## src/design/stnd_pkg.sv

```systemverilog
// Shared types, register map and field constants of the strided address generator.
package stnd_pkg;

  localparam int NUM_INPUTS = 4;
  localparam int NUM_DESC   = 4;
  localparam int FIELD_W    = 16;
  localparam int ELEM_W     = 13;
  localparam int DESC_W     = 48;
  localparam int BASE_W     = 48;
  localparam int OUT_W      = 48;
  localparam int CFG_DATA_W = 64;
  localparam int CFG_ADDR_W = 6;
  localparam int NDIMS_W    = 3;

  localparam int EXT_LSB    = 0;
  localparam int STRIDE_LSB = 16;
  localparam int PITCH_LSB  = 32;

  typedef logic [DESC_W-1:0]  desc_t;
  typedef logic [FIELD_W-1:0] field_t;

  typedef enum logic [2:0] {
    REG_BASE,
    REG_ELEM_SIZE,
    REG_ROW_ORDER,
    REG_NUM_DIMS,
    REG_DIM0,
    REG_DIM1,
    REG_DIM2,
    REG_DIM3
  } reg_idx_t;

  function automatic field_t desc_extent(input desc_t d);
    return d[EXT_LSB +: FIELD_W];
  endfunction

  function automatic field_t desc_stride(input desc_t d);
    return d[STRIDE_LSB +: FIELD_W];
  endfunction

  function automatic field_t desc_pitch(input desc_t d);
    return d[PITCH_LSB +: FIELD_W];
  endfunction

endpackage

```

## src/design/stnd_lane.sv

```systemverilog
// One address lane: coordinate times byte step, and the extent check.
module stnd_lane #(
  parameter int COORD_BITS = 16,
  parameter int ADDR_BITS  = 48
) (
  input  logic                   clk,
  input  logic                   load,
  input  logic [COORD_BITS-1:0]  coord,
  input  logic [ADDR_BITS-1:0]   step,
  input  stnd_pkg::field_t       ext,
  input  logic                   en,
  output logic [ADDR_BITS-1:0]   prod_r,
  output logic                   oor_r
);

  localparam int PROD_W = COORD_BITS + ADDR_BITS;
  localparam int CMP_W  = (COORD_BITS > stnd_pkg::FIELD_W) ? COORD_BITS : stnd_pkg::FIELD_W;

  logic [PROD_W-1:0] prod_full;
  logic [ADDR_BITS-1:0] prod_nxt;
  logic oor_nxt;

  always_comb begin
    prod_full = PROD_W'(coord) * PROD_W'(step);
    prod_nxt  = en ? prod_full[ADDR_BITS-1:0] : '0;
    oor_nxt   = en && (CMP_W'(coord) >= CMP_W'(ext));
  end

  always_ff @(posedge clk) begin
    if (load) begin
      prod_r <= prod_nxt;
      oor_r  <= oor_nxt;
    end
  end

endmodule

```

## config.mk

```make
export PLATFORM = sky130hd
export DESIGN_NAME = stnd_lane
export DESIGN_NICKNAME = d
export VERILOG_FILES = /design/src/design/stnd_pkg.sv /design/src/design/stnd_lane.sv
export SDC_FILE = /design/constraint.sdc
export NUM_CORES = 2
export LEC_CHECK = 0
export ABC_CLOCK_PERIOD_IN_PS = 8830
export BUFFER_PORTS_ARGS = -buffer_cell sky130_fd_sc_hd__buf_2
export CORE_MARGIN = 3
export CORE_UTILIZATION = 50
export CTS_CLUSTER_SIZE = 20
export DETAILED_ROUTE_END_ITERATION = 10
export PLACE_DENSITY_LB_ADDON = 0.08
export REMOVE_ABC_BUFFERS = 1
export SKIP_CTS_REPAIR_TIMING = 1
export SLEW_MARGIN = 0
export SYNTH_ARGS = -nofsm -noshare
export SYNTH_HDL_FRONTEND = slang
export SYNTH_SLANG_ARGS = --single-unit
```

## constraint.sdc

```tcl
create_clock -name clk -period 8.83 [get_ports clk]
set_clock_uncertainty 0.2 [all_clocks]
set_input_delay 1.766 -clock clk [delete_from_list [all_inputs] [get_ports clk]]
set_output_delay 1.766 -clock clk [all_outputs]
set_load 0.005 [all_outputs]
```

==> run summary <==
The worst relative slew slack is 0.3598. The worst stage delay on the critical path is 0.71 ns. The number of hold violations in the final report is 0. The smallest clock period supported by the final layout is computed as 8.268 ns.

The total number of clock tree sinks is 49. The number of standard cells after synthesis is 2381. The post-route cell area came out at 0.02268 mm².

The arrival time of the worst setup path is about 8.1 ns. The per-instance average area after synthesis came out at 8.969 µm². Hold is met by 1.781 ns. The critical setup path kind is in -> reg.

The floorplan die height is 212.7 µm. After global routing, the most crowded layer is met2. The number of setup violations in the final report is 0. The number of non-filler instances in the completed layout is about 3000. The largest net degree at the start of global routing came out at 50. Walking the worst path, the cells encountered are buf_2, nand2_1, fa_1, fa_1, fa_1, inv_1, fa_1, fa_1, inv_1, fa_1, inv_1, ha_1, a21oi_1, o211ai_1, a221oi_1, o221ai_1, a31oi_2, o21ai_1, a21oi_1, mux2i_1. The number of buffers and inverters on the critical path is 4.

The maximum fanout count along the critical path came out at 34. The met1 track demand over resource is 0.3839. The met3 track demand over resource is 0.02380. The global routing usage on met2 is 0.4783. The via total after detailed routing came out at approximately 16000.

The most frequently used cell type in the post-synthesis netlist is sky130_fd_sc_hd__inv_1. The global route total overflow is 0. The category of the worst setup path launch point is an input pin. The H-tree level count came out at 2. The clock-pin transition on the worst setup and hold timing paths is about 0.080 ns. The proportion of layout cells with a drive suffix above 1 is 0.07961. The fraction of the cycle the final worst path needs is 0.9364. The placer's final routability congestion estimate came out at 0.9133.

The number of flops mapped to enable cells by yosys came out at 49. The fraction of registers with async set or reset after synthesis is 0. The placed standard-cell area came out at 0.02253 mm². The number of clock buffers inserted by TritonCTS came out at 5. The cell that appears most often on the critical path is sky130_fd_sc_hd__fa_1. Of the post-synthesis cell area, the dominant cell type holds 0.4950. In this run the remaining antenna-violating nets after routing total 0. The detailed-route wire length came out at 59.22 mm. After detailed routing, the number of vias per cell comes to 5.380.

The overall die width is 212.7 µm. The clock tree from TritonCTS is done. The area growth from synthesis to final layout came out at 6.187%.

The clock tree buffer depth is 2. The number of global-route vias before repair is 17680. The post-route DRC violation count came out at 0. The flip-flop cell with the highest count after synthesis is sky130_fd_sc_hd__edfxtp_1. The transition time at the pin with the least slew margin came out at 0.9604 ns.

The mapped netlist covers 0.02136 mm². The worst setup path is captured at a flop. The flow ran to the end, and the final reports show no timing, DRC or antenna violations.

The floorplan has 75 rows. The wire-length estimate of the detail-placed layout is 47.69 mm. After the last flow step, the layout net total stands at 3144. Summed over all instances, the cell type with the most area after synthesis is sky130_fd_sc_hd__fa_1. The total instance count after detailed placement is 2968. The total I/O pin count came out at 132. The number of violations reported at the end of detailed-routing iteration 0 is 1101. The sequential element share of the synthesized area is 0.06890. The flip-flop and latch count after synthesis is 49. The commonest cells after synthesis are 564 x sky130_fd_sc_hd__inv_1, 528 x sky130_fd_sc_hd__fa_1, 426 x sky130_fd_sc_hd__nand2_1. The number of pins exceeding their max-slew limit in the final report is 0.

The total of max-cap violations came out at 0. The iteration count of the initial detailed-routing pass is 7. The global router's overall resource usage is 0.2771. The data required time at the worst endpoint came out at around 8.7 ns. For this run, the top clock speed supported by timing is 120.9 MHz. In the final routed layout, each cell accounts on average for between 15 and 20 µm. The starting density of the core came out at 0.5080. The first global-routing pass estimated 96.73 mm of wire. Sorting the synthesized cells by area gives the leading types as sky130_fd_sc_hd__fa_1 49%, sky130_fd_sc_hd__inv_1 9.9%, sky130_fd_sc_hd__and2_1 7.6%. The number of antenna violations at the first check in global routing is 2. Among cell families on the critical path, the largest total delay comes from adder cells.

The netlist uses 68 different library cells. The min-delay analysis places its worst path in the category in -> reg. The count of buffers inserted at the top-level ports is 131. The final setup TNS is 0 ns. The die area came out at 0.04523 mm². The antenna diode instance count is 0. Setup repair after global routing left no endpoint under its margin. For this design, the slowest cell found on the critical path is sky130_fd_sc_hd__buf_2.

The placeable core region came out at 0.04204 mm². The Yosys step of the flow raised 0 warnings. In this run the clock root is driven by a sky130_fd_sc_hd__clkbuf_16.
-- final cells by class --
class / instances / area (µm²)
Clock inverter: 3 / 26.28
Inverter: 565 / 2121
Sequential cell: 49 / 1471
Tap cell: 539 / 674.4
Fill cell: 3987 / 19360
Timing Repair Buffer: 165 / 948.4
Clock buffer: 5 / 125.1
Multi-Input combinational cell: 1650 / 17310
-- logic make-up after synthesis --
kind of cell | after synthesis | share of synthesized area
AO/OA/AOI/OAI | 161 | 0.05373
buffers and inverters | 682 | 0.1205
AND/OR/NAND/NOR | 799 | 0.1783
adder cells (fa/ha/maj) | 625 | 0.5518
multiplexers | 1 | 0.0004687
flip-flops | 49 | 0.06890
XOR/XNOR | 64 | 0.02625
-- placed cells by master, fill, tap and decap left out, types with 11 or more instances in the layout --
cell	count
sky130_fd_sc_hd__and2_1	260
sky130_fd_sc_hd__fa_1	528
sky130_fd_sc_hd__nor2_1	56
sky130_fd_sc_hd__edfxtp_1	49
sky130_fd_sc_hd__ha_1	97
sky130_fd_sc_hd__nand2_1	426
sky130_fd_sc_hd__nand4_1	11
sky130_fd_sc_hd__xnor2_1	44
sky130_fd_sc_hd__buf_4	31
sky130_fd_sc_hd__o21ai_0	30
sky130_fd_sc_hd__a21o_1	12
sky130_fd_sc_hd__a21oi_1	48
sky130_fd_sc_hd__inv_1	564
sky130_fd_sc_hd__xor2_1	20
sky130_fd_sc_hd__buf_2	131
-- final timing paths --
kind,cells past startpoint,from,endpoint,slack (ns)
max,20,coord[2],prod_r[44],0.56
min,3,en,prod_r[8],1.78
-- flip-flops by register name (all words and copies together), names as in the netlist --
signal  flops
oor_r       1
prod_r     48
-- per-layer routing --
metal | wire (µm) | share of wire
met5 | 0 | 0
met1 | 25160 | 0.42
met2 | 29220 | 0.49
met4 | 1638 | 0.028
met3 | 3209 | 0.054
-- metrics by stage --
step             util  worst slack (ns)
3_3_place_gp   0.5358            0.3700
6_report       0.5394            0.5620
4_1_cts        0.5394            0.6041
3_5_place_dp   0.5358            0.3174
2_1_floorplan       -             1.457
5_1_grt        0.5394            0.1738
Power is left out: the tool's default activity adds up to more than one toggle a clock period on the data nets, which glitch-free logic cannot reach.
