File: config.mk
export PLATFORM = sky130hd
export DESIGN_NAME = stnd_step_seq
export DESIGN_NICKNAME = d
export VERILOG_FILES = /design/src/design/stnd_pkg.sv /design/src/design/stnd_step_seq.sv
export SDC_FILE = /design/constraint.sdc
export NUM_CORES = 2
export LEC_CHECK = 0
export CORE_MARGIN = 1
export CORE_UTILIZATION = 45
export CTS_CLUSTER_SIZE = 14
export DETAILED_ROUTE_END_ITERATION = 8
export DONT_BUFFER_PORTS = 1
export PLACE_DENSITY_LB_ADDON = 0.3
export SETUP_SLACK_MARGIN = 0.3
export SLEW_MARGIN = 20
export SYNTH_ARGS = -nofsm -noshare
export SYNTH_HDL_FRONTEND = slang
export SYNTH_SLANG_ARGS = --single-unit
File: constraint.sdc
create_clock -name clk -period 9.7 [get_ports clk]
set_input_delay 0.97 -clock clk [delete_from_list [all_inputs] [get_ports clk]]
set_output_delay 0.97 -clock clk [all_outputs]
set_load 0.005 [all_outputs]
File: src/design/stnd_pkg.sv
// Shared types, register map and field constants of the strided address generator.
package stnd_pkg;

  localparam int NUM_INPUTS = 4;
  localparam int NUM_DESC   = 4;
  localparam int FIELD_W    = 16;
  localparam int ELEM_W     = 13;
  localparam int DESC_W     = 48;
  localparam int BASE_W     = 48;
  localparam int OUT_W      = 48;
  localparam int CFG_DATA_W = 64;
  localparam int CFG_ADDR_W = 6;
  localparam int NDIMS_W    = 3;

  localparam int EXT_LSB    = 0;
  localparam int STRIDE_LSB = 16;
  localparam int PITCH_LSB  = 32;

  typedef logic [DESC_W-1:0]  desc_t;
  typedef logic [FIELD_W-1:0] field_t;

  typedef enum logic [2:0] {
    REG_BASE,
    REG_ELEM_SIZE,
    REG_ROW_ORDER,
    REG_NUM_DIMS,
    REG_DIM0,
    REG_DIM1,
    REG_DIM2,
    REG_DIM3
  } reg_idx_t;

  function automatic field_t desc_extent(input desc_t d);
    return d[EXT_LSB +: FIELD_W];
  endfunction

  function automatic field_t desc_stride(input desc_t d);
    return d[STRIDE_LSB +: FIELD_W];
  endfunction

  function automatic field_t desc_pitch(input desc_t d);
    return d[PITCH_LSB +: FIELD_W];
  endfunction

endpackage

File: src/design/stnd_step_seq.sv
// Byte step sequencer: walks the dimensions after a configuration write and fills the lane tables.
module stnd_step_seq #(
  parameter int MAX_DIMS  = 4,
  parameter int ADDR_BITS = 48
) (
  input  logic                         clk,
  input  logic                         rst_n,
  input  logic                         restart,
  input  logic [stnd_pkg::ELEM_W-1:0]  elem_bytes,
  input  logic                         row_order,
  input  logic [stnd_pkg::NDIMS_W-1:0] num_dims,
  input  stnd_pkg::desc_t              desc [MAX_DIMS],
  output logic                         busy,
  output logic [ADDR_BITS-1:0]         lane_step [MAX_DIMS],
  output stnd_pkg::field_t             lane_ext [MAX_DIMS],
  output logic [MAX_DIMS-1:0]          lane_en
);

  localparam int IDX_W = (MAX_DIMS > 1) ? $clog2(MAX_DIMS) : 1;
  localparam int PROD_W = ADDR_BITS + stnd_pkg::FIELD_W;
  localparam logic [3:0] MAX_N = 4'(MAX_DIMS);

  typedef enum logic [1:0] {
    S_IDLE,
    S_LOAD,
    S_RUN
  } state_t;

  state_t                 state_r;
  logic [IDX_W-1:0]       idx_r;
  logic [ADDR_BITS-1:0]   cp_r;
  logic [ADDR_BITS-1:0]   lane_step_r [MAX_DIMS];
  stnd_pkg::field_t       lane_ext_r [MAX_DIMS];
  logic [MAX_DIMS-1:0]    lane_en_r;

  logic [3:0]             nd;
  logic [3:0]             n_used;
  logic [3:0]             idx_ext;
  logic [3:0]             pos;
  stnd_pkg::desc_t        cur;
  logic [PROD_W-1:0]      step_prod;
  logic [PROD_W-1:0]      cp_prod;

  always_comb begin
    nd = {1'b0, num_dims};
    if (nd == 4'd0) begin
      n_used = 4'd1;
    end else if (nd > MAX_N) begin
      n_used = MAX_N;
    end else begin
      n_used = nd;
    end
    idx_ext   = 4'(idx_r);
    // row order: the outermost dimension lands in the first lane
    pos       = row_order ? (n_used - 4'd1 - idx_ext) : idx_ext;
    cur       = desc[idx_r];
    step_prod = PROD_W'(cp_r) * PROD_W'(stnd_pkg::desc_stride(cur));
    cp_prod   = PROD_W'(cp_r) * PROD_W'(stnd_pkg::desc_pitch(cur));
  end

  always_ff @(posedge clk) begin
    if (!rst_n) begin
      state_r   <= S_IDLE;
      idx_r     <= '0;
      cp_r      <= '0;
      lane_en_r <= MAX_DIMS'(1);
      for (int d = 0; d < MAX_DIMS; d++) begin
        lane_step_r[d] <= '0;
        lane_ext_r[d]  <= '0;
      end
    end else if (restart) begin
      state_r <= S_LOAD;
    end else begin
      case (state_r)
        S_IDLE: begin
        end
        S_LOAD: begin
          cp_r      <= ADDR_BITS'(elem_bytes);
          idx_r     <= '0;
          lane_en_r <= '0;
          state_r   <= S_RUN;
        end
        S_RUN: begin
          lane_step_r[pos[IDX_W-1:0]] <= step_prod[ADDR_BITS-1:0];
          lane_ext_r[pos[IDX_W-1:0]]  <= stnd_pkg::desc_extent(cur);
          lane_en_r[pos[IDX_W-1:0]]   <= 1'b1;
          cp_r                        <= cp_prod[ADDR_BITS-1:0];
          if (idx_ext == n_used - 4'd1) begin
            state_r <= S_IDLE;
          end else begin
            idx_r <= idx_r + 1'b1;
          end
        end
        default: begin
          state_r <= S_IDLE;
        end
      endcase
    end
  end

  assign busy      = (state_r != S_IDLE);
  assign lane_step = lane_step_r;
  assign lane_ext  = lane_ext_r;
  assign lane_en   = lane_en_r;

endmodule

==> impl_metrics.ini <==
[pwr]
intPower_w = 0.002574
seqPwrFrac_pct = 31.2
power_frac_comb_pct = 37.2
pwr-share-clk_pct = 31.6
p_leak_nw = 23.83
switching_share_pct = 38.89
vdd_drop_max_v = 0.0001041
power.switching_w = 0.001638
power_density_nw_per_um2 = 79.27

[place]
portBuffers = 0
post-place-ws_ns = 0.8071
hpwl_mm = 112.3
gp_congestion = 0.9091

[synth]
async_flop_share_pct = 0
syn_nets = 7349
synth_xor_area_share_pct = 2.445
synth_area_sq_um = 50860
synth_compound_area_share_pct = 8.349
synthAdderAreaFrac_pct = 45.67
synth_flop_cell = dfxtp_1
yosys.area_share.simple_pct = 17.55
synth_top_family_by_area = adder cells
synth_cell_types = 62
ys_warn_count = 0
syn_area_per_cell_sq_um = 8.600
synth-edff-count = 0
syn_inst = 5914
synth_seq_cells = 312
muxShareOfSynthArea_pct = 2.342
seq_area_frac_synth_pct = 12.28

[global_routing]
grt_pass1_wl_mm = 241.3
grt_start_max_net_pins = 300
grt_pass1_vias = 40974
grt_overflow = 0
grt_usage_pct = 27.07
antenna_found_initial = 20

[sta]
finalMaxSlewViolations = 0
setup-tns-final_ns = 0
rsz0062_at_grt = false
clock.fmax_ghz = 0.1121
fin_crit_ns = 8.920
setup_viol = 0
fin_skew_ns = 0.03079
hold_viol_final = 0
worst_pin_slew_ns = 1.144
setup_ws_ns = 0.7799
relSlewSlack_pct = 23.74
fin_crit_sh_pct = 91.96

[drt]
vias = 38893
totalWireLength_mm = 153.6
post_drt_wl_per_cell_um = 21.38
drcViolationCount = 0
drtAntennaViolNets = 0
post_drt_via_cell_ratio = 5.415
drt_iter0_markers = 2959
dr.pass1.iters = 6

[cts]
cts.sink_count = 312
max-clock-path-buffers = 3
cts_inserted_buffers = 34
postCtsHoldBufs = 0
clock_latency_ns = 0.57
htreeDepth = 2
path_clk_slew_ns = 0.07
post_cts_buffers = 0
cts_resized = 0
cts_tree = yes
cts_root_buffer = clkbuf_16

[setup_path]
rr_worst_depth = 23
worstPathCellList = buf_4 > mux4_2 > and2_1 > fa_1 > inv_1 > fa_1 > inv_1 > fa_1 > fa_1 > fa_1 > inv_1 > fa_1 > inv_1 > ha_1 > and2_1 > and3_1 > nand2_1 > a211oi_1 > o21ai_0 > a31oi_1 > nor2_1 > xor2_1 > o21ai_0
path_common_cell = fa_1
critical_path_depth = 23
r2r-start = idx_r[0]$_SDFFE_PN0P_
reg2reg_to = lane_step[88]$_SDFFE_PN0P_
cp.required_ns = 10.10
critPathLaunch = idx_r[0]$_SDFFE_PN0P_
startpoint_type = flop
cp_max_fo = 27
arrival_ns = 9.32
cpPeakStageDelay_ns = 0.89
end_kind = flop
critPathKind = flop to flop
worst_path_max_delay_cell = mux4_2
critPathBufInv = 5
critPathCapture = lane_step[88]$_SDFFE_PN0P_
critPathTopFamily = adder cells
reg2reg_slack_ns = 0.78

[floorplanning]
die_h_um = 338.2
core_area_sq_um = 111400
io_pins = 473
die_area_sq_um = 114400
dieWidth_um = 338.2
rows = 122
initial_core_util_pct = 45.64

[final_layout]
drive_above_1_share_pct = 3.702
fin_nets = 7085
syn_to_final_growth_pct = 4.470

[hold_path]
hp-class = input port to flop

[run_status]
status = complete, no violations

[run]
maxCapViolCount = 0
-- layout by cell type, fill, tap and decap left out, drive strengths merged, types with 12 or more instances in the layout --
master | netlist | layout
xor2 | 40 | 40
xnor2 | 102 | 102
a31oi | 22 | 22
dfxtp | 312 | 312
o21ai | 117 | 117
o21bai | 13 | 13
nor3 | 12 | 12
a21boi | 211 | 211
nand4 | 22 | 22
nor2 | 47 | 47
a21oi | 103 | 103
a22oi | 12 | 12
o211a | 27 | 27
nor2b | 49 | 49
ha | 167 | 167
mux4 | 47 | 48
clkbuf | 354 | 43
nand3 | 53 | 53
inv | 1144 | 1146
nand2 | 1412 | 1412
diode | 0 | 22
a21o | 59 | 59
nand2b | 14 | 14
and2 | 381 | 381
fa | 1056 | 1056
buf | 30 | 83
-- how the worst min path moves through the flow --
stage | slack [ns] | endpoint | startpoint | cells past startpoint
3_3_place_gp | 0.48 | lane_step[147]$_SDFFE_PN0P_ | lane_step[147]$_SDFFE_PN0P_ | 2
2_1_floorplan | 0.44 | cp_r[47]$_SDFFE_PN0P_ | cp_r[47]$_SDFFE_PN0P_ | 2
5_1_grt | 0.45 | state_r[1]$_SDFFE_PP0P_ | restart | 1
6_report | 0.47 | state_r[1]$_SDFFE_PP0P_ | restart | 1
3_5_place_dp | 0.48 | lane_step[169]$_SDFFE_PN0P_ | lane_step[169]$_SDFFE_PN0P_ | 2
4_1_cts | 0.45 | state_r[1]$_SDFFE_PP0P_ | restart | 1
-- cell usage after synthesis, drive strengths merged (6+ instances only) --
master  count  area share, %
o21bai     13           0.19
xnor2     102            1.8
buf        30           0.31
xor2       40           0.69
inv      1144            8.4
o21ai     117            1.2
a21boi    211            3.1
mux4       47            2.1
a21o       59           0.87
nor4        6          0.074
a21oi     103            1.0
nor2       47           0.35
a211oi     10           0.15
nor2b      49           0.60
nand3      53           0.52
o211ai      7           0.10
fa       1056             42
clkbuf    354            2.6
nand4      22           0.27
dfxtp     312             12
and2      381            4.7
mux2i      11           0.22
o211a      27           0.53
and3       11           0.14
nand2    1412             10
nand2b     14           0.17
ha        167            4.1
a22oi      12           0.18
a31oi      22           0.27
o31ai       9           0.13
nor3       12           0.12
-- power groups by stage --
stage	Clock, W	Combinational [W]	Sequential (W)
2_1_floorplan	0	0.00112	0.00132
3_3_place_gp	0	0.00153	0.00134
3_5_place_dp	0	0.00154	0.00134
4_1_cts	0.00135	0.00156	0.00131
5_1_grt	0.00140	0.00175	0.00131
6_report	0.00133	0.00157	0.00131
-- routing by layer --
metal | vias to the layer above | share of wire [%] | GRT usage [%]
li1 | 17048 | - | -
met1 | 20055 | 39 | 34.67
met2 | 1469 | 49 | 46.47
met3 | 309 | 7.3 | 4.038
met4 | 12 | 4.3 | 9.545
met5 | - | 0.053 | 0
-- state kept, by name, summed over array words and instances, names as in the netlist --
name and cells:
cp_r 48, idx_r 2, lane_en 4, lane_ext 64, lane_step 192, state_r 2
-- through the flow --
| stage | hold slack [ns] | instance area, sq um | power [W] | std cells | utilization [%] |
|---|---|---|---|---|---|
| final | 0.4713 | 53140 | 0.004212 | 7183 | 47.68 |
| after CTS | 0.4461 | 53020 | 0.004225 | 7159 | 47.58 |
| after floorplan | 0.4390 | 50860 | 0.002439 | 5914 | - |
| after global routing | 0.4531 | 53120 | 0.004466 | 7178 | 47.67 |
| after detailed placement | 0.4798 | 51920 | 0.002878 | 7100 | 46.60 |
| after global placement | 0.4759 | 51920 | 0.002876 | 7100 | 46.60 |
-- area by class of cell --
cell class / count / area, sq um
fill: 10763 / 58300
multi-input combinational: 4075 / 38930
sequential: 312 / 6260
inverter: 1144 / 4294
tap: 1488 / 1862
clock buffer: 43 / 925.9
timing repair buffer: 83 / 635.6
clock inverter: 16 / 173.9
antenna: 22 / 55.05
-- logic make-up (layout without fill, tap and decap cells) --
family          Yosys count  count (layout)
flops                   312             312
compound gates          628             628
buf+inv                1528            1286
xor+xnor                142             142
other cells               0              22
simple gates           2021            2021
mux                      60              61
fa+ha+maj              1223            1223
No activity file was read; power rests on OpenSTA's default activity.
