`config.mk`:
```
export PLATFORM = sky130hd
export DESIGN_NAME = stnd_merge
export DESIGN_NICKNAME = d
export VERILOG_FILES = /design/src/design/stnd_pkg.sv /design/src/design/stnd_merge.sv
export SDC_FILE = /design/constraint.sdc
export NUM_CORES = 1
export LEC_CHECK = 0
export ABC_CLOCK_PERIOD_IN_PS = 5300
export BUFFER_PORTS_ARGS = -buffer_cell sky130_fd_sc_hd__buf_2
export CAP_MARGIN = 20
export CORE_MARGIN = 4
export CORE_UTILIZATION = 30
export DETAILED_ROUTE_END_ITERATION = 10
export GPL_TIMING_DRIVEN = 0
export PLACE_DENSITY = 0.5
export SYNTH_ARGS = -nofsm -noshare
export SYNTH_HDL_FRONTEND = slang
export SYNTH_SLANG_ARGS = --single-unit
export TNS_END_PERCENT = 20
```
`constraint.sdc`:
```
create_clock -name clk -period 5.3 [get_ports clk]
set_input_delay 0.795 -clock clk [delete_from_list [all_inputs] [get_ports clk]]
set_output_delay 0.795 -clock clk [all_outputs]
set_load 0.02 [all_outputs]
```
`src/design/stnd_pkg.sv`:
```
// Shared types, register map and field constants of the strided address generator.
package stnd_pkg;

  localparam int NUM_INPUTS = 4;
  localparam int NUM_DESC   = 4;
  localparam int FIELD_W    = 16;
  localparam int ELEM_W     = 13;
  localparam int DESC_W     = 48;
  localparam int BASE_W     = 48;
  localparam int OUT_W      = 48;
  localparam int CFG_DATA_W = 64;
  localparam int CFG_ADDR_W = 6;
  localparam int NDIMS_W    = 3;

  localparam int EXT_LSB    = 0;
  localparam int STRIDE_LSB = 16;
  localparam int PITCH_LSB  = 32;

  typedef logic [DESC_W-1:0]  desc_t;
  typedef logic [FIELD_W-1:0] field_t;

  typedef enum logic [2:0] {
    REG_BASE,
    REG_ELEM_SIZE,
    REG_ROW_ORDER,
    REG_NUM_DIMS,
    REG_DIM0,
    REG_DIM1,
    REG_DIM2,
    REG_DIM3
  } reg_idx_t;

  function automatic field_t desc_extent(input desc_t d);
    return d[EXT_LSB +: FIELD_W];
  endfunction

  function automatic field_t desc_stride(input desc_t d);
    return d[STRIDE_LSB +: FIELD_W];
  endfunction

  function automatic field_t desc_pitch(input desc_t d);
    return d[PITCH_LSB +: FIELD_W];
  endfunction

endpackage

```
`src/design/stnd_merge.sv`:
```
// Merge stage: base plus the lane products, and the combined range flag.
module stnd_merge #(
  parameter int MAX_DIMS  = 4,
  parameter int ADDR_BITS = 48
) (
  input  logic                  clk,
  input  logic                  load,
  input  logic [ADDR_BITS-1:0]  base,
  input  logic [ADDR_BITS-1:0]  prod [MAX_DIMS],
  input  logic [MAX_DIMS-1:0]   oor,
  output logic [ADDR_BITS-1:0]  address_r,
  output logic                  oor_r
);

  localparam int OUT_KEEP = (ADDR_BITS < stnd_pkg::OUT_W) ? ADDR_BITS : stnd_pkg::OUT_W;
  localparam logic [ADDR_BITS-1:0] OUT_MASK = ADDR_BITS'((65'(1) << OUT_KEEP) - 65'(1));

  logic [ADDR_BITS-1:0] sum;
  logic [ADDR_BITS-1:0] address_nxt;

  always_comb begin
    sum = base;
    for (int d = 0; d < MAX_DIMS; d++) begin
      sum = sum + prod[d];
    end
    address_nxt = sum & OUT_MASK;
  end

  always_ff @(posedge clk) begin
    if (load) begin
      address_r <= address_nxt;
      oor_r     <= |oor;
    end
  end

endmodule

```
==> results of run 1 <==
-- layout by cell type (no fill, tap or decap), types with 4 or more instances in the layout --
cell and n:
a21o_1 18, o211ai_1 6, and2_1 4, edfxtp_1 49, clkbuf_16 5, ha_1 48
nand4_1 9, o21ai_1 4, o21a_1 6, inv_1 412, buf_2 301, xnor2_1 38
clkbuf_1 6, a211oi_1 6, fa_1 140, o21ai_0 24, nor2_1 31, nand3_1 12
xor2_1 13, and3_1 5, o21bai_1 7, nand2_1 42, a21oi_1 56, nor3_1 8
-- layout make-up --
class                           instances  area [µm²]
Fill cell                            3030       17290
Multi-Input combinational cell        526        5550
Inverter                              413        1550
Timing Repair Buffer                  295        1491
Sequential cell                        49        1471
Tap cell                              378       473.0
Clock buffer                            5       125.1
Buffer                                 16       75.07
Clock inverter                          3       65.06
-- metal layers --
layer  vias to the layer above  track usage
li1                       3576            -
met1                      3162       0.1627
met2                       193       0.2311
met3                        20      0.02727
met4                         4      0.02449
met5                         -            0
-- path summary, 6_finish.rpt --
check / from / slack (ps) / end
worst max-delay path: base[2] / 330 / address_r[39]$_DFFE_PP_
worst min-delay path: prod[144] / 800 / address_r[0]$_DFFE_PP_
-- registers in the layout (all words and copies together), names as in the netlist --
| signal | cells |
|---|---|
| oor_r | 1 |
| address_r | 48 |
-- cell families after synthesis --
| logic type | count (synthesis) | synth area share |
|---|---|---|
| buf+inv | 429 | 0.1881 |
| fa+ha+maj | 188 | 0.3938 |
| compound gates | 165 | 0.1302 |
| simple gates | 122 | 0.06602 |
| xor+xnor | 51 | 0.05169 |
| flops | 49 | 0.1703 |
-- cell usage after synthesis, types with 2 or more instances --
library cell  number
a21boi_0           3
o22ai_1            3
nand4_1            9
o21a_1             6
a31oi_1            3
a21oi_1           56
ha_1              48
o21ai_0           24
a211oi_1           7
nor2b_1            2
xor2_1            13
clkbuf_1           6
a41oi_1            3
a211o_1            2
o21ai_1            4
xnor2_1           38
nand2_1           42
clkbuf_2           2
and2_1             4
o2111ai_1          3
inv_1            412
and3_1             5
o211ai_1           6
buf_2              7
edfxtp_1          49
nor2_1            31
fa_1             140
o21bai_1           7
nor3_1             8
o31ai_1            2
nand3_1           12
a2111oi_2          2
a41oi_2            2
a21boi_1           2
a21o_1            18
nand2b_1           3
-- power by group --
part	total (W)	internal [W]	switching (W)	leakage, nW
Sequential	0.000834	0.000795	0.0000395	0.480
Combinational	0.00375	0.00146	0.00229	5.58
Clock	0.000424	0.000270	0.000154	0.0938
Total	0.00501	0.00253	0.00248	6.16
-- stage by stage --
step	hold WS, ps	setup TNS (ps)	cells
2_1_floorplan	907.5	0	1004
3_3_place_gp	1099	-351.6	1676
3_5_place_dp	1112	-313.3	1677
4_1_cts	797.8	0	1685
5_1_grt	798.8	0	1685
6_report	802.6	0	1685
==> impl_metrics.yaml, run 1 <==
setup_path:
  slowest_delay_ps: 570
  arrival_ps: 4990
  crit_buf_inv: 5
  critical_path_class: "in2reg"
  worstPathRequired_ps: 5320
  crit_family: "adder cells"
  crit_chain: "buf_2 -> inv_1 -> fa_1 -> inv_1 -> fa_1 -> inv_1 -> fa_1 -> inv_1 -> fa_1 -> a211oi_1 -> o211ai_1 -> a211oi_2 -> o211ai_1 -> a41oi_2 -> o31ai_4 -> a21oi_1 -> xnor2_1"
  cp_slowest_cell: "fa_1"
  cp_max_fo: 4
  end_kind: "flop"
  start_kind: "input pin"
  cp.depth: 17
outcome:
  run_status: "finished, final reports clean"
final_layout:
  layout.nets: 1740
  final_util: 0.3846
  layout-drive-gt1-share: 0.2502
  diodes: 0
  area_delta_synth_final_pct: 24.99
  postLayoutCellArea_um2: 10800
clock_tree:
  clock-sinks: 49
  clk_root_buffer_cell: "clkbuf_16"
  post_cts_buffers: 0
  h-tree-depth: 2
  ctsResizeCount: 0
  cts_buffer_depth: 2
  clk_pin_slew_ps: 70
  cts_buffers: 5
  holdBufCountCts: 0
  cts_tree: "yes"
power_and_ir_drop:
  p_per_area_nw_per_um2: 463.6
  power_w: 0.005008
  ir_worst_vdd_mv: 0.1362
  leakagePower_nw: 6.156
min_path:
  min_path_type: "in2reg"
  hold-path-cell-count: 2
timing:
  slew_viol_final: 0
  slew_headroom: 0.5487
  clock.fmax_ghz: 0.2012
  worst_slew_pin_slew_ps: 669.6
  finalHoldViolCount: 0
  finalSetupViolations: 0
  fin_ws_ps: 330.4
  period_minus_slack_ps: 4970
  rsz0062_at_grt: "no"
  finalCritPeriodShare: 0.9377
placed_design:
  gp_congestion: 0.7980
  place_ws_ps: -130.9
  portBuffers: 294
  placed_area_um2: 10610
  dp_hpwl_mm: 18.66
drt:
  wl_per_cell_um: 12.15
  wl_met1_mm: 8.780
  highest_layer: "met5"
  via_per_inst: 4.128
  wl_met3_mm: 1.469
  drt_iter0_drc: 230
  detail-route-antenna-nets: 0
  first_pass_iters: 6
  routed-via-count: 6955
  met2_length_mm: 9.941
  drc: 0
  drt-total-wl_mm: 20.48
yosys:
  ys_warn_count: 0
  synth_cells: 1004
  ys_top_cells_by_area: "fa_1, inv_1, edfxtp_1, ha_1, xnor2_1"
  seq_area_frac_synth: 0.1703
  synth_area_leader_cell: "fa_1"
  async_flop_share: 0
  synth_top_area_frac: 0.3243
  synth_cell_type_count: 56
  ys_ff_latch: 49
  syn_area_um2: 8642
  synth_edf_count: 49
  synth_fp_nets: 1438
  synth_ff_type: "edfxtp_1"
  avgSynthCellArea_um2: 8.608
floorplan:
  dieArea_um2: 31590
  rows: 61
  io-pin-count: 295
  die_y_um: 177.7
  die_w_um: 177.7
  initial_core_util: 0.3077
  coreArea_um2: 28090
run:
  maxCapViolCount: 0
global_routing:
  grt_usage: 0.1295
  grt_max_degree: 27
  grt_pass1_wl_mm: 33.62
  antenna_found_initial: 2
  grt-ovfl-total: 0
  grt_pass1_vias: 7361
No activity file was read; power rests on OpenSTA's default activity.
==> inputs of run 2 (changes only) <==
--- a/config.mk
+++ b/config.mk
@@ -6,13 +6,13 @@
 export NUM_CORES = 1
 export LEC_CHECK = 0
 export ABC_CLOCK_PERIOD_IN_PS = 5300
-export BUFFER_PORTS_ARGS = -buffer_cell sky130_fd_sc_hd__buf_2
 export CAP_MARGIN = 20
 export CORE_MARGIN = 4
 export CORE_UTILIZATION = 30
 export DETAILED_ROUTE_END_ITERATION = 10
+export DONT_BUFFER_PORTS = 1
 export GPL_TIMING_DRIVEN = 0
-export PLACE_DENSITY = 0.5
+export PLACE_DENSITY = 0.42
 export SYNTH_ARGS = -nofsm -noshare
 export SYNTH_HDL_FRONTEND = slang
 export SYNTH_SLANG_ARGS = --single-unit
==> run 2 against run 1 <==
  * Flip-flop and latch count unchanged
  * Sequential power increased by 44%
  * Core utilization decreased by 5.5 points
  * Global-route usage decreased by 0.62 points
  * Sequential share of layout area increased by 2.3 points
  * Die area unchanged
  * Fmax increased by 0.95%
  * Count of clock-buffer cells in the layout increased by 1
  * Power decreased by 6.3%
  * First-iteration DRC count decreased by 30%
==> impl_metrics.yaml, run 2 (same netlist as run 1, synthesis figures left out) <==
setup_path:
  end_kind: "flop"
  worstPathRequired_ps: 5340
  critical_path_class: "in2reg"
  arrival_ps: 4960
  start_kind: "input pin"
  cp_max_fo: 4
floorplan:
  rows: 61
  die_y_um: 177.7
  dieArea_um2: 31590
  die_w_um: 177.7
  io-pin-count: 295
  initial_core_util: 0.3077
  coreArea_um2: 28090
drt:
  drt_iter0_drc: 162
  detail-route-antenna-nets: 0
  via_per_inst: 4.299
  wl_per_cell_um: 14.06
  routed-via-count: 5975
  first_pass_iters: 4
  drt-total-wl_mm: 19.55
  drc: 0
final_layout:
  layout_common_cells: "inv_1, fa_1, a21oi_1"
  layout.cells.non_filler: 1390
  area_delta_synth_final_pct: 7.196
  diodes: 0
  final_common_cell: "inv_1"
  layout.nets: 1445
  largest_reg_flops: 48
  reg_top3: "address_r: 48 flops, oor_r: 1 flops"
  largest_register: "address_r"
  final_util: 0.3298
  layout-drive-gt1-share: 0.03063
power_and_ir_drop:
  p_seq_frac: 0.255
  ir_worst_vdd_mv: 0.1516
  netSwitchingFraction: 0.5160
  pwr-share-clk: 0.070
  leakagePower_nw: 4.959
  p_int_w: 0.002271
  power_switching_w: 0.002422
  p_per_area_nw_per_um2: 506.6
  power_frac_comb: 0.675
clock_tree:
  clock-sinks: 49
  clk_root_buffer_cell: "clkbuf_16"
  h-tree-depth: 2
  cts_tree: "yes"
  cts_buffer_depth: 2
  clk_pin_slew_ps: 70
  cts_buffers: 5
  holdBufCountCts: 0
timing:
  whs_ps: 614.5
  slew_viol_final: 0
  finalCritPeriodShare: 0.9289
  finalHoldViolCount: 0
  fin_setup_tns_ps: 0
  fin_ws_ps: 377.0
  rsz0062_at_grt: "no"
  period_minus_slack_ps: 4923
  worst_slew_pin_slew_ps: 670.2
  finalSetupViolations: 0
  slew_headroom: 0.5483
  clock.fmax_ghz: 0.2031
global_routing:
  grt_pass1_vias: 6390
  grt_max_degree: 50
  antenna_found_initial: 0
  grt-ovfl-total: 0
  grt_usage: 0.1234
  grt_pass1_wl_mm: 31.71
placed_design:
  placed_cells_incl_taps: 1382
  dp_hpwl_mm: 17.76
  place_ws_ps: -126.1
  gp_congestion: 0.7614
  portBuffers: 0
outcome:
  run_status: "finished, final reports clean"
run:
  maxCapViolCount: 0
min_path:
  whs_endpoint: "oor_r$_DFFE_PP_"
  hp-start: "load"
  hold-path-cell-count: 0
  min_path_type: "in2reg"
[run 2: changes by cell type in the layout (fill, tap and decap cells not counted), sizes merged]
cell / before / now
bufinv: 2 / 0
clkbuf: 13 / 14
clkinv: 2 / 1
buf: 303 / 8
clkinvlp: 0 / 2
[run 2: timing repair]
| action | CTS | global route |
|---|---|---|
| gates resized for setup | 0 | 1 |
| setup buffers | 0 | 0 |
| setup endpoints to repair | 0 | 2 |
[run 2: worst max path at each step]
stage	cells past startpoint	slack (ps)	start	to
2_1_floorplan	16	640	base[2]	address_r[47]$_DFFE_PP_
6_report	16	380	base[2]	address_r[47]$_DFFE_PP_
5_1_grt	16	120	base[2]	address_r[47]$_DFFE_PP_
3_5_place_dp	16	-130	base[2]	address_r[47]$_DFFE_PP_
4_1_cts	16	170	base[2]	address_r[47]$_DFFE_PP_
3_3_place_gp	16	-100	base[2]	address_r[47]$_DFFE_PP_
[run 2: area by class of cell]
type	count	area, µm²
fillers	3026	18820
clock inverters	2	15.01
inverters	413	1550
multi-input cells	526	5550
flip-flops and latches	49	1471
clock buffers	6	128.9
plain buffers	16	75.07
well taps	378	473.0
[run 2: metal layers]
metal,up-vias,share of wire,GRT usage,routed length [µm]
met5,-,0,0,0
met1,2822,0.46,0.1658,8995
li1,2987,-,-,-
met3,6,0.050,0.02173,969
met4,0,0.0064,0.01740,126
met2,160,0.48,0.2133,9457
[run 2: critical path, cell delays in order]
cell      delay, ps
inv_1            30
fa_1            570
inv_1            70
fa_1            500
inv_1            50
fa_1            490
inv_1            60
fa_1            480
a211oi_1        360
o211ai_1        220
a211oi_2        380
o211ai_1        170
a41oi_2         310
o31ai_4         130
a41oi_2         220
xnor2_1         100
[run 2: through the flow]
stage	total power, W	cell area (µm²)
floorplan	0.003617	8642
global placement	0.004421	9115
detailed placement	0.004429	9115
CTS	0.004786	9259
global route	0.005253	9264
finish	0.004693	9264
[run 2: power groups by stage]
stage	Sequential (W)	Clock (W)	Combinational, W
2_1_floorplan	0.00111	0	0.00250
5_1_grt	0.00122	0.000362	0.00367
4_1_cts	0.00122	0.000347	0.00322
3_5_place_dp	0.00122	0	0.00320
6_report	0.00120	0.000329	0.00317
3_3_place_gp	0.00123	0	0.00319
==> inputs of run 3 (changes only) <==
--- a/config.mk
+++ b/config.mk
@@ -5,6 +5,7 @@
 export SDC_FILE = /design/constraint.sdc
 export NUM_CORES = 1
 export LEC_CHECK = 0
+export ABC_AREA = 1
 export ABC_CLOCK_PERIOD_IN_PS = 5300
 export CAP_MARGIN = 20
 export CORE_MARGIN = 4
==> run 3 against run 2 <==
  * Highest routed layer unchanged
  * Setup slack gained 710 ps
  * Non-clock buffer count shrank 16
  * Critical endpoint is now address_r[39]$_DFFE_PP_
  * Cell count up 39%
  * Combinational power grew 19%
  * Design area rose by 16%
  * Count of clock-buffer cells in the layout decreased by 1
  * Clock power increased by 20%
  * Wire length rose by 31%
==> impl_metrics.yaml, run 3 <==
outcome:
  run_status: "finished, final reports clean"
yosys:
  syn_area_um2: 10010
  synth_top_area_frac: 0.2801
  synth_cell_type_count: 25
  ys_ff_latch: 49
  synth_cells: 1486
  yosysMostFrequentCell: "inv_1"
  ys_top_cells_by_area: "fa_1, inv_1, nand2_1, edfxtp_1, ha_1"
  ys_warn_count: 0
  async_flop_share: 0
  synth_ff_type: "edfxtp_1"
  synth_edf_count: 49
  avgSynthCellArea_um2: 6.734
  synth_area_leader_cell: "fa_1"
  synth_common_cells: "inv_1, nand2_1, fa_1"
  seq_area_frac_synth: 0.1470
  synth_fp_nets: 1920
clock_tree:
  post_cts_buffers: 0
  cts_buffer_depth: 2
  clk_root_buffer_cell: "clkbuf_16"
  h-tree-depth: 2
  cts_buffers: 5
  clock-sinks: 49
  clk_pin_slew_ps: 80
  cts_tree: "yes"
  holdBufCountCts: 0
  ctsResizeCount: 0
global_routing:
  use_met1: 0.1879
  met3_usage: 0.03076
  top_usage_layer: "met2"
  grt_max_degree: 50
  grt-ovfl-total: 0
  grt_pass1_wl_mm: 41.25
  grt_usage: 0.1427
  grt_use_met2: 0.2452
  grt_pass1_vias: 8199
  antenna_found_initial: 0
final_layout:
  n_fill_cell: 3747
  reg_top3: "address_r: 48 flops, oor_r: 1 flops"
  largest_reg_flops: 48
  layout-drive-gt1-share: 0.03146
  final_util: 0.3280
  largest_register: "address_r"
  final_common_cell: "inv_1"
  layout_common_cells: "inv_1, nand2_1, fa_1"
  layout.nets: 1927
  postLayoutCellArea_um2: 10730
  diodes: 0
  area_delta_synth_final_pct: 7.189
setup_path:
  arrival_ps: 4290
  crit_buf_inv: 4
  critical_path_class: "in2reg"
  worstPathRequired_ps: 5370
  end_kind: "flop"
  cp_slowest_cell: "fa_1"
  crit_family: "adder cells"
  start_kind: "input pin"
  crit_chain: "inv_1 -> fa_1 -> inv_1 -> fa_1 -> inv_1 -> fa_1 -> inv_1 -> fa_1 -> nand3_1 -> nand3_2 -> nand2_1 -> nand2_1 -> nand2_1 -> nand3_1 -> nand2_1 -> nand2_1 -> nand2_1 -> nand2_1"
  slowest_delay_ps: 530
  crit_top_cell: "nand2_1"
  cp_max_fo: 6
drt:
  drt_iter0_drc: 308
  detail-route-antenna-nets: 0
  via_per_inst: 4.061
  routed-via-count: 7862
  first_pass_iters: 5
  wl_per_cell_um: 13.24
  drc: 0
  drt-total-wl_mm: 25.64
placed_design:
  portBuffers: 0
  dp_hpwl_mm: 23.58
  gp_congestion: 0.8537
  placed_area_um2: 10560
floorplan:
  die_y_um: 190.6
  coreArea_um2: 32700
  rows: 66
  io-pin-count: 295
  die_w_um: 190.6
  initial_core_util: 0.3060
  dieArea_um2: 36340
timing:
  rsz0062_at_grt: "no"
  finalCritPeriodShare: 0.7946
  finalSetupViolations: 0
  finalHoldViolCount: 0
  fin_setup_tns_ps: 0
  whs_ps: 607.7
  slew_viol_final: 0
  slew_headroom: 0.7325
  worst_slew_pin_slew_ps: 399.8
  clock.fmax_ghz: 0.2374
  period_minus_slack_ps: 4211
run:
  maxCapViolCount: 0
power_and_ir_drop:
  p_per_area_nw_per_um2: 495.3
  power_w: 0.005312
  leakagePower_nw: 6.615
  ir_worst_vdd_mv: 0.1233
min_path:
  min_path_type: "in2reg"
==> run 3: cell types whose count changed after synthesis, moves of 8 or more <==
cell / change
nand2_1: +366
inv_1: +195
xnor2_1: -38
nand3_1: +32
nor2_1: +31
a21oi_1: -27
o21ai_0: -24
a21o_1: -17
xor2_1: +13
nand2_2: +11
nor2_2: +11
inv_2: +8
==> run 3: worst paths after layout <==
path | startpoint | to | slack, ps | depth (start not counted)
hold / removal | load | address_r[27]$_DFFE_PP_ | 610 | 0
setup / recovery | base[2] | address_r[39]$_DFFE_PP_ | 1090 | 18
==> run 3: cell families (layout without fill, tap and decap cells) <==
logic type      count (synthesis)  after routing  share of synthesized area
fa+ha+maj                     188            188                     0.3401
simple gates                  572            572                     0.2397
xor+xnor                       26             26                    0.02276
flops                          49             49                     0.1470
compound gates                 36             36                    0.01975
buf+inv                       615            623                     0.2307
==> run 3: report_power, final <==
group	switching, W	internal, W
registers	0.000362	0.000797
clock network	0.000173	0.000222
logic	0.00251	0.00125
total	0.00305	0.00227
==> run 3: routing by layer <==
metal | wire length, µm | vias up
li1 | - | 4104
met1 | 11730 | 3537
met2 | 12130 | 207
met3 | 1481 | 14
met4 | 290 | 0
met5 | 0 | -
==> run 3: area by class of cell <==
| class | count | area (µm²) | area share |
|---|---|---|---|
| clock inverter | 3 | 41.29 | 0.003849 |
| sequential | 49 | 1471 | 0.1372 |
| tap | 442 | 553.0 | 0.05156 |
| multi-input combinational | 822 | 6227 | 0.5805 |
| inverter | 615 | 2308 | 0.2152 |
| clock buffer | 5 | 125.1 | 0.01166 |
==> run 3: through the flow <==
step                      worst slack (ps)  std cells
after floorplan                       1304       1486
after global placement               733.0       1928
after detailed placement             763.4       1928
after CTS                             1071       1936
after global routing                 836.4       1936
final                                 1089       1936
